--- src/design/ulsan_pkg.sv ---
// ulsan_pkg: shared types, byte constants and decode functions for the utf-8 sanitizer
// used by ulsan_front, ulsan_queue, ulsan_back and utf8_lossy_sanitizer
// no dependencies
package ulsan_pkg;

    // default depth of the job queue between front and back
    localparam int ULSAN_QUEUE_DEPTH = 2;

    // byte classes and limits
    localparam logic [7:0] ULSAN_CONT_MASK  = 8'hC0;
    localparam logic [7:0] ULSAN_CONT_TAG   = 8'h80;
    localparam logic [7:0] ULSAN_LEAD2_LO   = 8'hC2;
    localparam logic [7:0] ULSAN_LEAD2_HI   = 8'hDF;
    localparam logic [7:0] ULSAN_LEAD3_LO   = 8'hE0;
    localparam logic [7:0] ULSAN_LEAD3_HI   = 8'hEF;
    localparam logic [7:0] ULSAN_LEAD4_LO   = 8'hF0;
    localparam logic [7:0] ULSAN_LEAD4_HI   = 8'hF4;
    localparam logic [7:0] ULSAN_LEAD_E0    = 8'hE0;
    localparam logic [7:0] ULSAN_LEAD_ED    = 8'hED;
    localparam logic [7:0] ULSAN_LEAD_F0    = 8'hF0;
    localparam logic [7:0] ULSAN_LEAD_F4    = 8'hF4;
    localparam logic [7:0] ULSAN_LIMIT_A0   = 8'hA0;
    localparam logic [7:0] ULSAN_LIMIT_90   = 8'h90;
    localparam logic [7:0] ULSAN_ASCII_TOP  = 8'h80;

    // U+FFFD as utf-8
    localparam logic [7:0] ULSAN_REPL_B0 = 8'hEF;
    localparam logic [7:0] ULSAN_REPL_B1 = 8'hBF;
    localparam logic [7:0] ULSAN_REPL_B2 = 8'hBD;

    // input transfer payload
    typedef struct packed {
        logic [7:0] in_byte;
        logic       string_last;
    } ulsan_in_t;

    // result transfer payload
    typedef struct packed {
        logic [7:0] out_byte;
        logic       is_replacement;
        logic       run_end;
        logic       string_end;
    } ulsan_out_t;

    // one job: rep_count replacements, then lit_count literal bytes
    typedef struct packed {
        logic [2:0]      rep_count;
        logic [2:0]      lit_count;
        logic [3:0][7:0] lit;
        logic            last;
    } ulsan_job_t;

    function automatic logic is_cont(input logic [7:0] b);
        return (b & ULSAN_CONT_MASK) == ULSAN_CONT_TAG;
    endfunction

    // continuation bytes a lead needs, zero when not a valid lead
    function automatic logic [1:0] cont_needed(input logic [7:0] lead);
        logic [1:0] n;
        n = 2'd0;
        if (lead >= ULSAN_LEAD2_LO && lead <= ULSAN_LEAD2_HI) n = 2'd1;
        if (lead >= ULSAN_LEAD3_LO && lead <= ULSAN_LEAD3_HI) n = 2'd2;
        if (lead >= ULSAN_LEAD4_LO && lead <= ULSAN_LEAD4_HI) n = 2'd3;
        return n;
    endfunction

    // second-byte range limits for the overlong and surrogate leads
    function automatic logic second_ok(input logic [7:0] lead, input logic [7:0] b);
        logic ok;
        ok = 1'b1;
        if (lead == ULSAN_LEAD_E0 && b <  ULSAN_LIMIT_A0) ok = 1'b0;
        if (lead == ULSAN_LEAD_ED && b >= ULSAN_LIMIT_A0) ok = 1'b0;
        if (lead == ULSAN_LEAD_F0 && b <  ULSAN_LIMIT_90) ok = 1'b0;
        if (lead == ULSAN_LEAD_F4 && b >= ULSAN_LIMIT_90) ok = 1'b0;
        return ok;
    endfunction

    // byte of the replacement sequence at a given phase
    function automatic logic [7:0] repl_byte(input logic [1:0] phase);
        logic [7:0] v;
        case (phase)
            2'd0:    v = ULSAN_REPL_B0;
            2'd1:    v = ULSAN_REPL_B1;
            default: v = ULSAN_REPL_B2;
        endcase
        return v;
    endfunction

endpackage

--- src/design/ulsan_front.sv ---
// ulsan_front: decodes each accepted byte against the held sequence and emits at most one job
// depends on ulsan_pkg
module ulsan_front (
    input  logic                  aclk,
    input  logic                  aresetn,
    input  logic                  accept,
    input  ulsan_pkg::ulsan_in_t  in_data,
    output logic                  push,
    output ulsan_pkg::ulsan_job_t job
);
    import ulsan_pkg::*;

    logic [7:0] held_lead_reg, held_lead_next;
    logic       lead_pending_reg, lead_pending_next;
    logic [1:0] cont_count_reg, cont_count_next;
    logic [1:0][7:0] cont_bytes_reg;

    logic       cont_write;
    logic [7:0] b;
    logic       last;
    logic [1:0] need;
    logic       ok;
    logic       do_fresh;
    logic [2:0] rep_n;
    logic [2:0] lit_n;
    logic [3:0][7:0] lit;

    assign b    = in_data.in_byte;
    assign last = in_data.string_last;

    // decode and next held state
    always_comb begin
        held_lead_next    = held_lead_reg;
        lead_pending_next = lead_pending_reg;
        cont_count_next   = cont_count_reg;
        cont_write        = 1'b0;
        do_fresh          = 1'b0;
        rep_n             = 3'd0;
        lit_n             = 3'd0;
        lit               = '{default: b};
        need              = cont_needed(held_lead_reg);
        ok = is_cont(b) && (cont_count_reg != 2'd0 || second_ok(held_lead_reg, b));

        if (lead_pending_reg) begin
            if (ok && (({1'b0, cont_count_reg} + 3'd1) >= {1'b0, need})) begin
                // sequence complete: send lead, held bytes and this byte
                lit[0] = held_lead_reg;
                lit[1] = (cont_count_reg >= 2'd1) ? cont_bytes_reg[0] : b;
                lit[2] = (cont_count_reg >= 2'd2) ? cont_bytes_reg[1] : b;
                lit[3] = b;
                lit_n  = {1'b0, cont_count_reg} + 3'd2;
                lead_pending_next = 1'b0;
                held_lead_next    = '0;
                cont_count_next   = '0;
            end else if (ok) begin
                // hold one more continuation
                cont_write      = 1'b1;
                cont_count_next = cont_count_reg + 2'd1;
            end else begin
                // broken sequence: flush held bytes, then retry this byte
                rep_n = {1'b0, cont_count_reg} + 3'd1;
                lead_pending_next = 1'b0;
                held_lead_next    = '0;
                cont_count_next   = '0;
                do_fresh          = 1'b1;
            end
        end else begin
            do_fresh = 1'b1;
        end

        // byte seen with nothing held
        if (do_fresh) begin
            if (b < ULSAN_ASCII_TOP) begin
                lit[0] = b;
                lit_n  = 3'd1;
            end else if (cont_needed(b) != 2'd0) begin
                held_lead_next    = b;
                lead_pending_next = 1'b1;
                cont_count_next   = '0;
            end else begin
                rep_n = rep_n + 3'd1;
            end
        end

        // end of string flushes anything still held
        if (last && lead_pending_next) begin
            rep_n = rep_n + 3'd1 + {1'b0, cont_count_next};
            lead_pending_next = 1'b0;
            held_lead_next    = '0;
            cont_count_next   = '0;
        end
    end

    assign push          = accept && (rep_n != 3'd0 || lit_n != 3'd0);
    assign job.rep_count = rep_n;
    assign job.lit_count = lit_n;
    assign job.lit       = lit;
    assign job.last      = last;

    // held sequence state
    always_ff @(posedge aclk) begin
        if (!aresetn) begin
            held_lead_reg    <= '0;
            lead_pending_reg <= 1'b0;
            cont_count_reg   <= '0;
        end else if (accept) begin
            held_lead_reg    <= held_lead_next;
            lead_pending_reg <= lead_pending_next;
            cont_count_reg   <= cont_count_next;
        end
    end

    // held continuation bytes
    always_ff @(posedge aclk) begin
        if (accept && cont_write) begin
            cont_bytes_reg[cont_count_reg[0]] <= b;
        end
    end

endmodule

--- src/design/ulsan_queue.sv ---
// ulsan_queue: small job fifo that decouples the decode front from the output back
// depends on ulsan_pkg
module ulsan_queue #(
    parameter int DEPTH = ulsan_pkg::ULSAN_QUEUE_DEPTH
) (
    input  logic                  aclk,
    input  logic                  aresetn,
    input  logic                  push,
    input  ulsan_pkg::ulsan_job_t push_job,
    input  logic                  pop,
    output logic                  full,
    output logic                  not_empty,
    output ulsan_pkg::ulsan_job_t head_job
);
    import ulsan_pkg::*;

    localparam int PTR_W = (DEPTH > 1) ? $clog2(DEPTH) : 1;
    localparam int CNT_W = $clog2(DEPTH + 1);
    localparam logic [PTR_W-1:0] PTR_LAST = PTR_W'(DEPTH - 1);
    localparam logic [CNT_W-1:0] CNT_FULL = CNT_W'(DEPTH);

    ulsan_job_t mem [DEPTH];

    logic [PTR_W-1:0] wr_ptr_reg, wr_ptr_next;
    logic [PTR_W-1:0] rd_ptr_reg, rd_ptr_next;
    logic [CNT_W-1:0] count_reg, count_next;
    logic             do_push, do_pop;

    assign full      = (count_reg == CNT_FULL);
    assign not_empty = (count_reg != '0);
    assign do_push   = push && !full;
    assign do_pop    = pop && not_empty;
    assign head_job  = mem[rd_ptr_reg];

    // pointer and fill count update
    always_comb begin
        wr_ptr_next = wr_ptr_reg;
        rd_ptr_next = rd_ptr_reg;
        count_next  = count_reg;
        if (do_push) begin
            wr_ptr_next = (wr_ptr_reg == PTR_LAST) ? '0 : wr_ptr_reg + 1'b1;
        end
        if (do_pop) begin
            rd_ptr_next = (rd_ptr_reg == PTR_LAST) ? '0 : rd_ptr_reg + 1'b1;
        end
        case ({do_push, do_pop})
            2'b10:   count_next = count_reg + 1'b1;
            2'b01:   count_next = count_reg - 1'b1;
            default: count_next = count_reg;
        endcase
    end

    always_ff @(posedge aclk) begin
        if (!aresetn) begin
            wr_ptr_reg <= '0;
            rd_ptr_reg <= '0;
            count_reg  <= '0;
        end else begin
            wr_ptr_reg <= wr_ptr_next;
            rd_ptr_reg <= rd_ptr_next;
            count_reg  <= count_next;
        end
    end

    // job storage
    always_ff @(posedge aclk) begin
        if (do_push) begin
            mem[wr_ptr_reg] <= push_job;
        end
    end

endmodule

--- src/design/ulsan_back.sv ---
// ulsan_back: expands the head job into an output register, a byte per cycle unless stalled
// depends on ulsan_pkg
module ulsan_back (
    input  logic                   aclk,
    input  logic                   aresetn,
    input  logic                   job_valid,
    input  ulsan_pkg::ulsan_job_t  job,
    output logic                   pop,
    output logic                   m_valid,
    input  logic                   m_ready,
    output ulsan_pkg::ulsan_out_t  m_data
);
    import ulsan_pkg::*;

    logic [2:0] rep_done_reg, rep_done_next;
    logic [1:0] phase_reg, phase_next;
    logic [1:0] lit_idx_reg, lit_idx_next;
    logic       m_valid_reg, m_valid_next;
    ulsan_out_t m_data_reg, m_data_next;

    logic       advance;
    logic       in_rep;
    logic       job_done;
    logic [7:0] cur_byte;

    assign advance = !m_valid_reg || m_ready;
    assign in_rep  = rep_done_reg < job.rep_count;

    // pick the current byte of the job and spot its final byte
    always_comb begin
        if (in_rep) begin
            cur_byte = repl_byte(phase_reg);
            job_done = (phase_reg == 2'd2) && (rep_done_reg == job.rep_count - 3'd1)
                       && (job.lit_count == 3'd0);
        end else begin
            cur_byte = job.lit[lit_idx_reg];
            job_done = ({1'b0, lit_idx_reg} == job.lit_count - 3'd1);
        end
    end

    // step through the job as the output register frees up
    always_comb begin
        rep_done_next = rep_done_reg;
        phase_next    = phase_reg;
        lit_idx_next  = lit_idx_reg;
        m_valid_next  = m_valid_reg;
        m_data_next   = m_data_reg;
        pop           = 1'b0;
        if (advance) begin
            m_valid_next = job_valid;
            if (job_valid) begin
                m_data_next.out_byte       = cur_byte;
                m_data_next.is_replacement = in_rep;
                m_data_next.run_end        = job_done;
                m_data_next.string_end     = job_done && job.last;
                if (job_done) begin
                    pop           = 1'b1;
                    rep_done_next = '0;
                    phase_next    = '0;
                    lit_idx_next  = '0;
                end else if (in_rep) begin
                    if (phase_reg == 2'd2) begin
                        phase_next    = '0;
                        rep_done_next = rep_done_reg + 3'd1;
                    end else begin
                        phase_next = phase_reg + 2'd1;
                    end
                end else begin
                    lit_idx_next = lit_idx_reg + 2'd1;
                end
            end
        end
    end

    always_ff @(posedge aclk) begin
        if (!aresetn) begin
            rep_done_reg <= '0;
            phase_reg    <= '0;
            lit_idx_reg  <= '0;
            m_valid_reg  <= 1'b0;
        end else begin
            rep_done_reg <= rep_done_next;
            phase_reg    <= phase_next;
            lit_idx_reg  <= lit_idx_next;
            m_valid_reg  <= m_valid_next;
        end
    end

    // output payload
    always_ff @(posedge aclk) begin
        m_data_reg <= m_data_next;
    end

    assign m_valid = m_valid_reg;
    assign m_data  = m_data_reg;

endmodule

--- src/design/utf8_lossy_sanitizer.sv ---
// utf8_lossy_sanitizer: top level of the streaming utf-8 cleaner
// depends on ulsan_pkg, ulsan_front, ulsan_queue, ulsan_back
//
// Takes one raw byte per transfer and emits sanitized utf-8, one byte per transfer.
// Well-formed sequences pass through unchanged; every bad lead, lone continuation
// and every byte of a broken or truncated sequence becomes EF BF BD. A multi-byte
// sequence is held until complete, so its bytes come out after its last byte
// arrives. The front decodes an input byte combinationally and posts at most one job
// to a queue of QUEUE_DEPTH entries; the back writes one output byte per cycle into a
// registered output while m_ready allows. The front takes at most one byte per cycle,
// and the back sends the bytes that an input byte yields (none to 12; one on clean
// ASCII) one at a time, so clean text runs at one byte per cycle while m_ready stays
// high. The job of a byte enters the queue when the byte is taken; the back then loads
// its first result into the output register, where m_valid rises.
module utf8_lossy_sanitizer #(
    parameter int QUEUE_DEPTH = ulsan_pkg::ULSAN_QUEUE_DEPTH
) (
    input  logic                  aclk,
    input  logic                  aresetn,
    input  logic                  s_valid,
    output logic                  s_ready,
    input  ulsan_pkg::ulsan_in_t  s_data,
    output logic                  m_valid,
    input  logic                  m_ready,
    output ulsan_pkg::ulsan_out_t m_data
);
    import ulsan_pkg::*;

    logic       accept;
    logic       push;
    logic       pop;
    logic       q_full;
    logic       q_not_empty;
    ulsan_job_t front_job;
    ulsan_job_t head_job;

    assign s_ready = !q_full;
    assign accept  = s_valid && s_ready;

    // decode front
    ulsan_front u_front (
        .aclk    (aclk),
        .aresetn (aresetn),
        .accept  (accept),
        .in_data (s_data),
        .push    (push),
        .job     (front_job)
    );

    // job queue
    ulsan_queue #(
        .DEPTH (QUEUE_DEPTH)
    ) u_queue (
        .aclk      (aclk),
        .aresetn   (aresetn),
        .push      (push),
        .push_job  (front_job),
        .pop       (pop),
        .full      (q_full),
        .not_empty (q_not_empty),
        .head_job  (head_job)
    );

    // output back
    ulsan_back u_back (
        .aclk      (aclk),
        .aresetn   (aresetn),
        .job_valid (q_not_empty),
        .job       (head_job),
        .pop       (pop),
        .m_valid   (m_valid),
        .m_ready   (m_ready),
        .m_data    (m_data)
    );

endmodule
--- config.mk ---
export PLATFORM = sky130hd
export DESIGN_NAME = utf8_lossy_sanitizer
export DESIGN_NICKNAME = d
export VERILOG_FILES = /design/src/design/ulsan_pkg.sv /design/src/design/ulsan_front.sv /design/src/design/ulsan_queue.sv /design/src/design/ulsan_back.sv /design/src/design/utf8_lossy_sanitizer.sv
export SDC_FILE = /design/constraint.sdc
export NUM_CORES = 1
export LEC_CHECK = 0
export ABC_AREA = 1
export BUFFER_PORTS_ARGS = -buffer_cell sky130_fd_sc_hd__buf_2
export CORE_MARGIN = 2
export CORE_UTILIZATION = 55
export CTS_BUF_LIST = sky130_fd_sc_hd__clkbuf_16
export DETAILED_ROUTE_END_ITERATION = 6
export PLACE_DENSITY_LB_ADDON = 0.1
export RECOVER_POWER = 50
export SLEW_MARGIN = 20
export SYNTH_ARGS = -nofsm -noshare
export SYNTH_HDL_FRONTEND = slang
export SYNTH_HIERARCHICAL = 1
export SYNTH_SLANG_ARGS = --single-unit
--- constraint.sdc ---
create_clock -name aclk -period 13.7 [get_ports aclk]
set_input_delay 2.055 -clock aclk [delete_from_list [all_inputs] [get_ports aclk]]
set_output_delay 2.055 -clock aclk [all_outputs]
set_load 0.02 [all_outputs]
==> summary.txt <==
Run
  • Max-Cap Viols: 1

Floorplan
  • Row count: 39
  • Initial Util: 56.2%
  • Die H: 112 um
  • Placeable Area: 11400 um2
  • Die area: 12500 um2
  • Die width: 112 um
  • Io pins: 26

Global route
  • Initial antenna violation count: 0
  • First-pass GRT wire length: 20.8 mm
  • Total grt overflow: 0
  • Largest net degree at the start of global routing: 40
  • Total Routing Usage GR: 21.7%
  • Vias in the first global route: 4154

Clock tree
  • Longest Clk Path Bufs: 2
  • Reg clk slew, reported paths: 0.05 ns
  • Root Buffer: clkbuf_16
  • Post-CTS Hold Fix Bufs: 0
  • Clock sink count: 129
  • Post-CTS Setup Repair Bufs: 0
  • Total CTS buffers: 17
  • Clock Latency Late Sink: 0.41 ns
  • Max H-tree Level: 4
  • CTS resizes: 0
  • CTS tree: built

Power
  • Tot Pwr: 1.05 mW
  • PwrDens: 151 nW/um2
  • Pleak: 2.76 nW
  • Peak VDD IR: 0.120 mV

Final layout
  • Highest-count cells in the layout ignoring fill and taps: edfxtp_1, nand2_1, nor2_1
  • Number of diodes: 0
  • Leading cell type in the layout, fill and taps excluded: edfxtp_1
  • Non-filler instance count after layout: 777
  • Nets: 651
  • Largest register FFs: 78
  • Final Cell Area: 6940 um2
  • Share of cells above drive strength 1: 14.7%
  • Final cell utilization of the core: 61.1%
  • P&R area growth vs syn: 8.59%

Min path
  • Hold Path Class: reg2reg
  • Hold Startpoint: u_queue/rd_ptr_reg

Logic synthesis
  • Synth Instances: 602
  • Mapped Area: 6390 um2
  • Mean area per synthesized cell: 10.6 um2
  • Ys flop type: edfxtp_1
  • Syn_nets: 631
  • Synth cell types: 45
  • Post-synth EDFFs: 105
  • Sequential fraction of the synthesis area: 56.8%
  • Async set or reset register ratio after synthesis: 0%
  • Synthesis Warnings: 6
  • #FFs+latches synth: 129

Worst setup path
  • Crit path cell chain: clkbuf_1 -> inv_1 -> nor2_1 -> nand2_4 -> nand2_1 -> inv_1 -> ha_1 -> or2_0 -> nand2_1 -> inv_1 -> nand2_2 -> fa_1 -> inv_1 -> nand3_1 -> xor2_2 -> nor2_1 -> nor2_1 -> inv_1 -> nor2_1 -> inv_1 -> nor2_4 -> buf_4
  • CP top delay family: simple AND/OR/NAND/NOR gates
  • Crit-path slowest cell: buf_4
  • CP max stage delay: 0.45 ns
  • Critical Path Start: s_data[8]
  • Setup crit start kind: input pin
  • Critical Path Fanout Max: 39
  • Critical path required time: 13.75 ns
  • Critical path endpoint category: flip-flop
  • Kind of critical path: in2reg
  • Buffer and inverter count on the worst path: 8
  • Worst EP arrival: 5.54 ns
  • CP most frequent cell: inv_1

Timing
  • Setup ws final: 8.21 ns
  • RSZ-0062 raised after global routing: no
  • Fin. max-slew vios: 40
  • Hold slack: 0.494 ns
  • Final setup skew: 0.00446 ns
  • Final setup TNS: 0 ns
  • Final setup violation count: 0
  • Peak Freq: 0.182 GHz
  • Slew HR: -32.6%
  • Tcrit/Tclk final: 40.1%
  • Final Hold Viols: 0
  • Least-Margin Pin Slew: 1.99 ns
  • Minimum clock period: 5.49 ns

Run status
  • Violated checks: capacitance limit, slew limit
  • Status: finished with violations

Detailed routing
  • Via/cell ratio: 5.50
  • Vias: 4272
  • 1st-pass router iterations: 5
  • Total length of routed wires: 13.0 mm
  • Routed Antenna Nets: 0
  • DRC Markers: 0
  • WL/cell: 16.7 um
  • Met2 wire len: 6.00 mm
  • Drt initial violations: 386
  • Routed met3 length: 700 um
  • Wl on met1: 6.08 mm
  • Top layer used by detailed routing: met4

Place
  • GP Congestion: 0.837
  • Port bufs: 25
  • Placed Cells incl. Taps: 746
  • Worst slack, placed: 8.05 ns
  • Post-DP HPWL: 8.86 mm
  • Placed Area: 6530 um2
## where the power goes
| part | internal (mW) | switching [mW] | leakage, nW |
|---|---|---|---|
| combinational | 0.0558 | 0.109 | 1.32 |
| sequential | 0.470 | 0.0212 | 1.16 |
| clock | 0.241 | 0.151 | 0.275 |
## cells in the mapped netlist, types with 2 or more instances
library cell	count	share of area, %
buf_6	4	0.70
nor2_2	3	0.29
o21ai_2	6	0.82
nand3_1	26	2.0
nor3_1	2	0.16
nand2_2	13	1.3
mux2_2	29	5.1
clkbuf_1	5	0.29
buf_4	14	1.6
nand3_2	4	0.63
a21oi_1	28	2.2
a21oi_4	2	0.51
fa_1	2	0.63
buf_2	2	0.16
nand2_1	89	5.2
nand2_4	3	0.53
mux2_4	10	2.3
o22ai_1	7	0.68
nand3b_1	3	0.35
nand4_1	5	0.49
o21ai_0	31	2.4
inv_1	66	3.9
o221ai_1	5	0.68
inv_2	6	0.35
dfxtp_1	24	7.5
nor2_1	76	4.5
edfxtp_1	105	49
ha_1	14	2.7
o21a_1	2	0.23
## final timing paths
path	endpoint	slack [ns]	cells after the start
max reg2reg	u_queue/count_reg[1]	9.08	15
min	flip-flop	0.49	2
max	u_queue/mem[0][10]	8.21	22
min reg2reg	flip-flop	0.49	2
## cells by family after synthesis
| family | count (synthesis) | share of synthesized area (%) |
|---|---|---|
| flip-flops | 129 | 56.8 |
| XOR/XNOR | 3 | 0.528 |
| adder cells (fa/ha/maj) | 16 | 3.37 |
| multiplexers | 39 | 7.45 |
| AO/OA/AOI/OAI | 87 | 8.28 |
| buffers and inverters | 99 | 7.32 |
| AND/OR/NAND/NOR | 229 | 16.2 |
## final cells by class
class	instances	area, um2
clock buffers	17	425
clock inverters	14	87.6
fillers	957	4430
inverters	73	274
multi-input cells	374	2230
flip-flops and latches	129	3630
well taps	143	179
repair buffers	27	111
## worst min-delay path: stages, from the launching register on
cell and delay [ns]:
dfxtp_1 0.33, nor2_1 0.06, nor2_1 0.07
## per-layer routing
metal | vias to the layer above | GRT usage (%)
met3 | 17 | 4.90
met5 | - | 0
met4 | 0 | 8.07
li1 | 2077 | -
met2 | 118 | 34.0
met1 | 2060 | 30.0
Note: power is estimated with default switching activity, not from simulation.
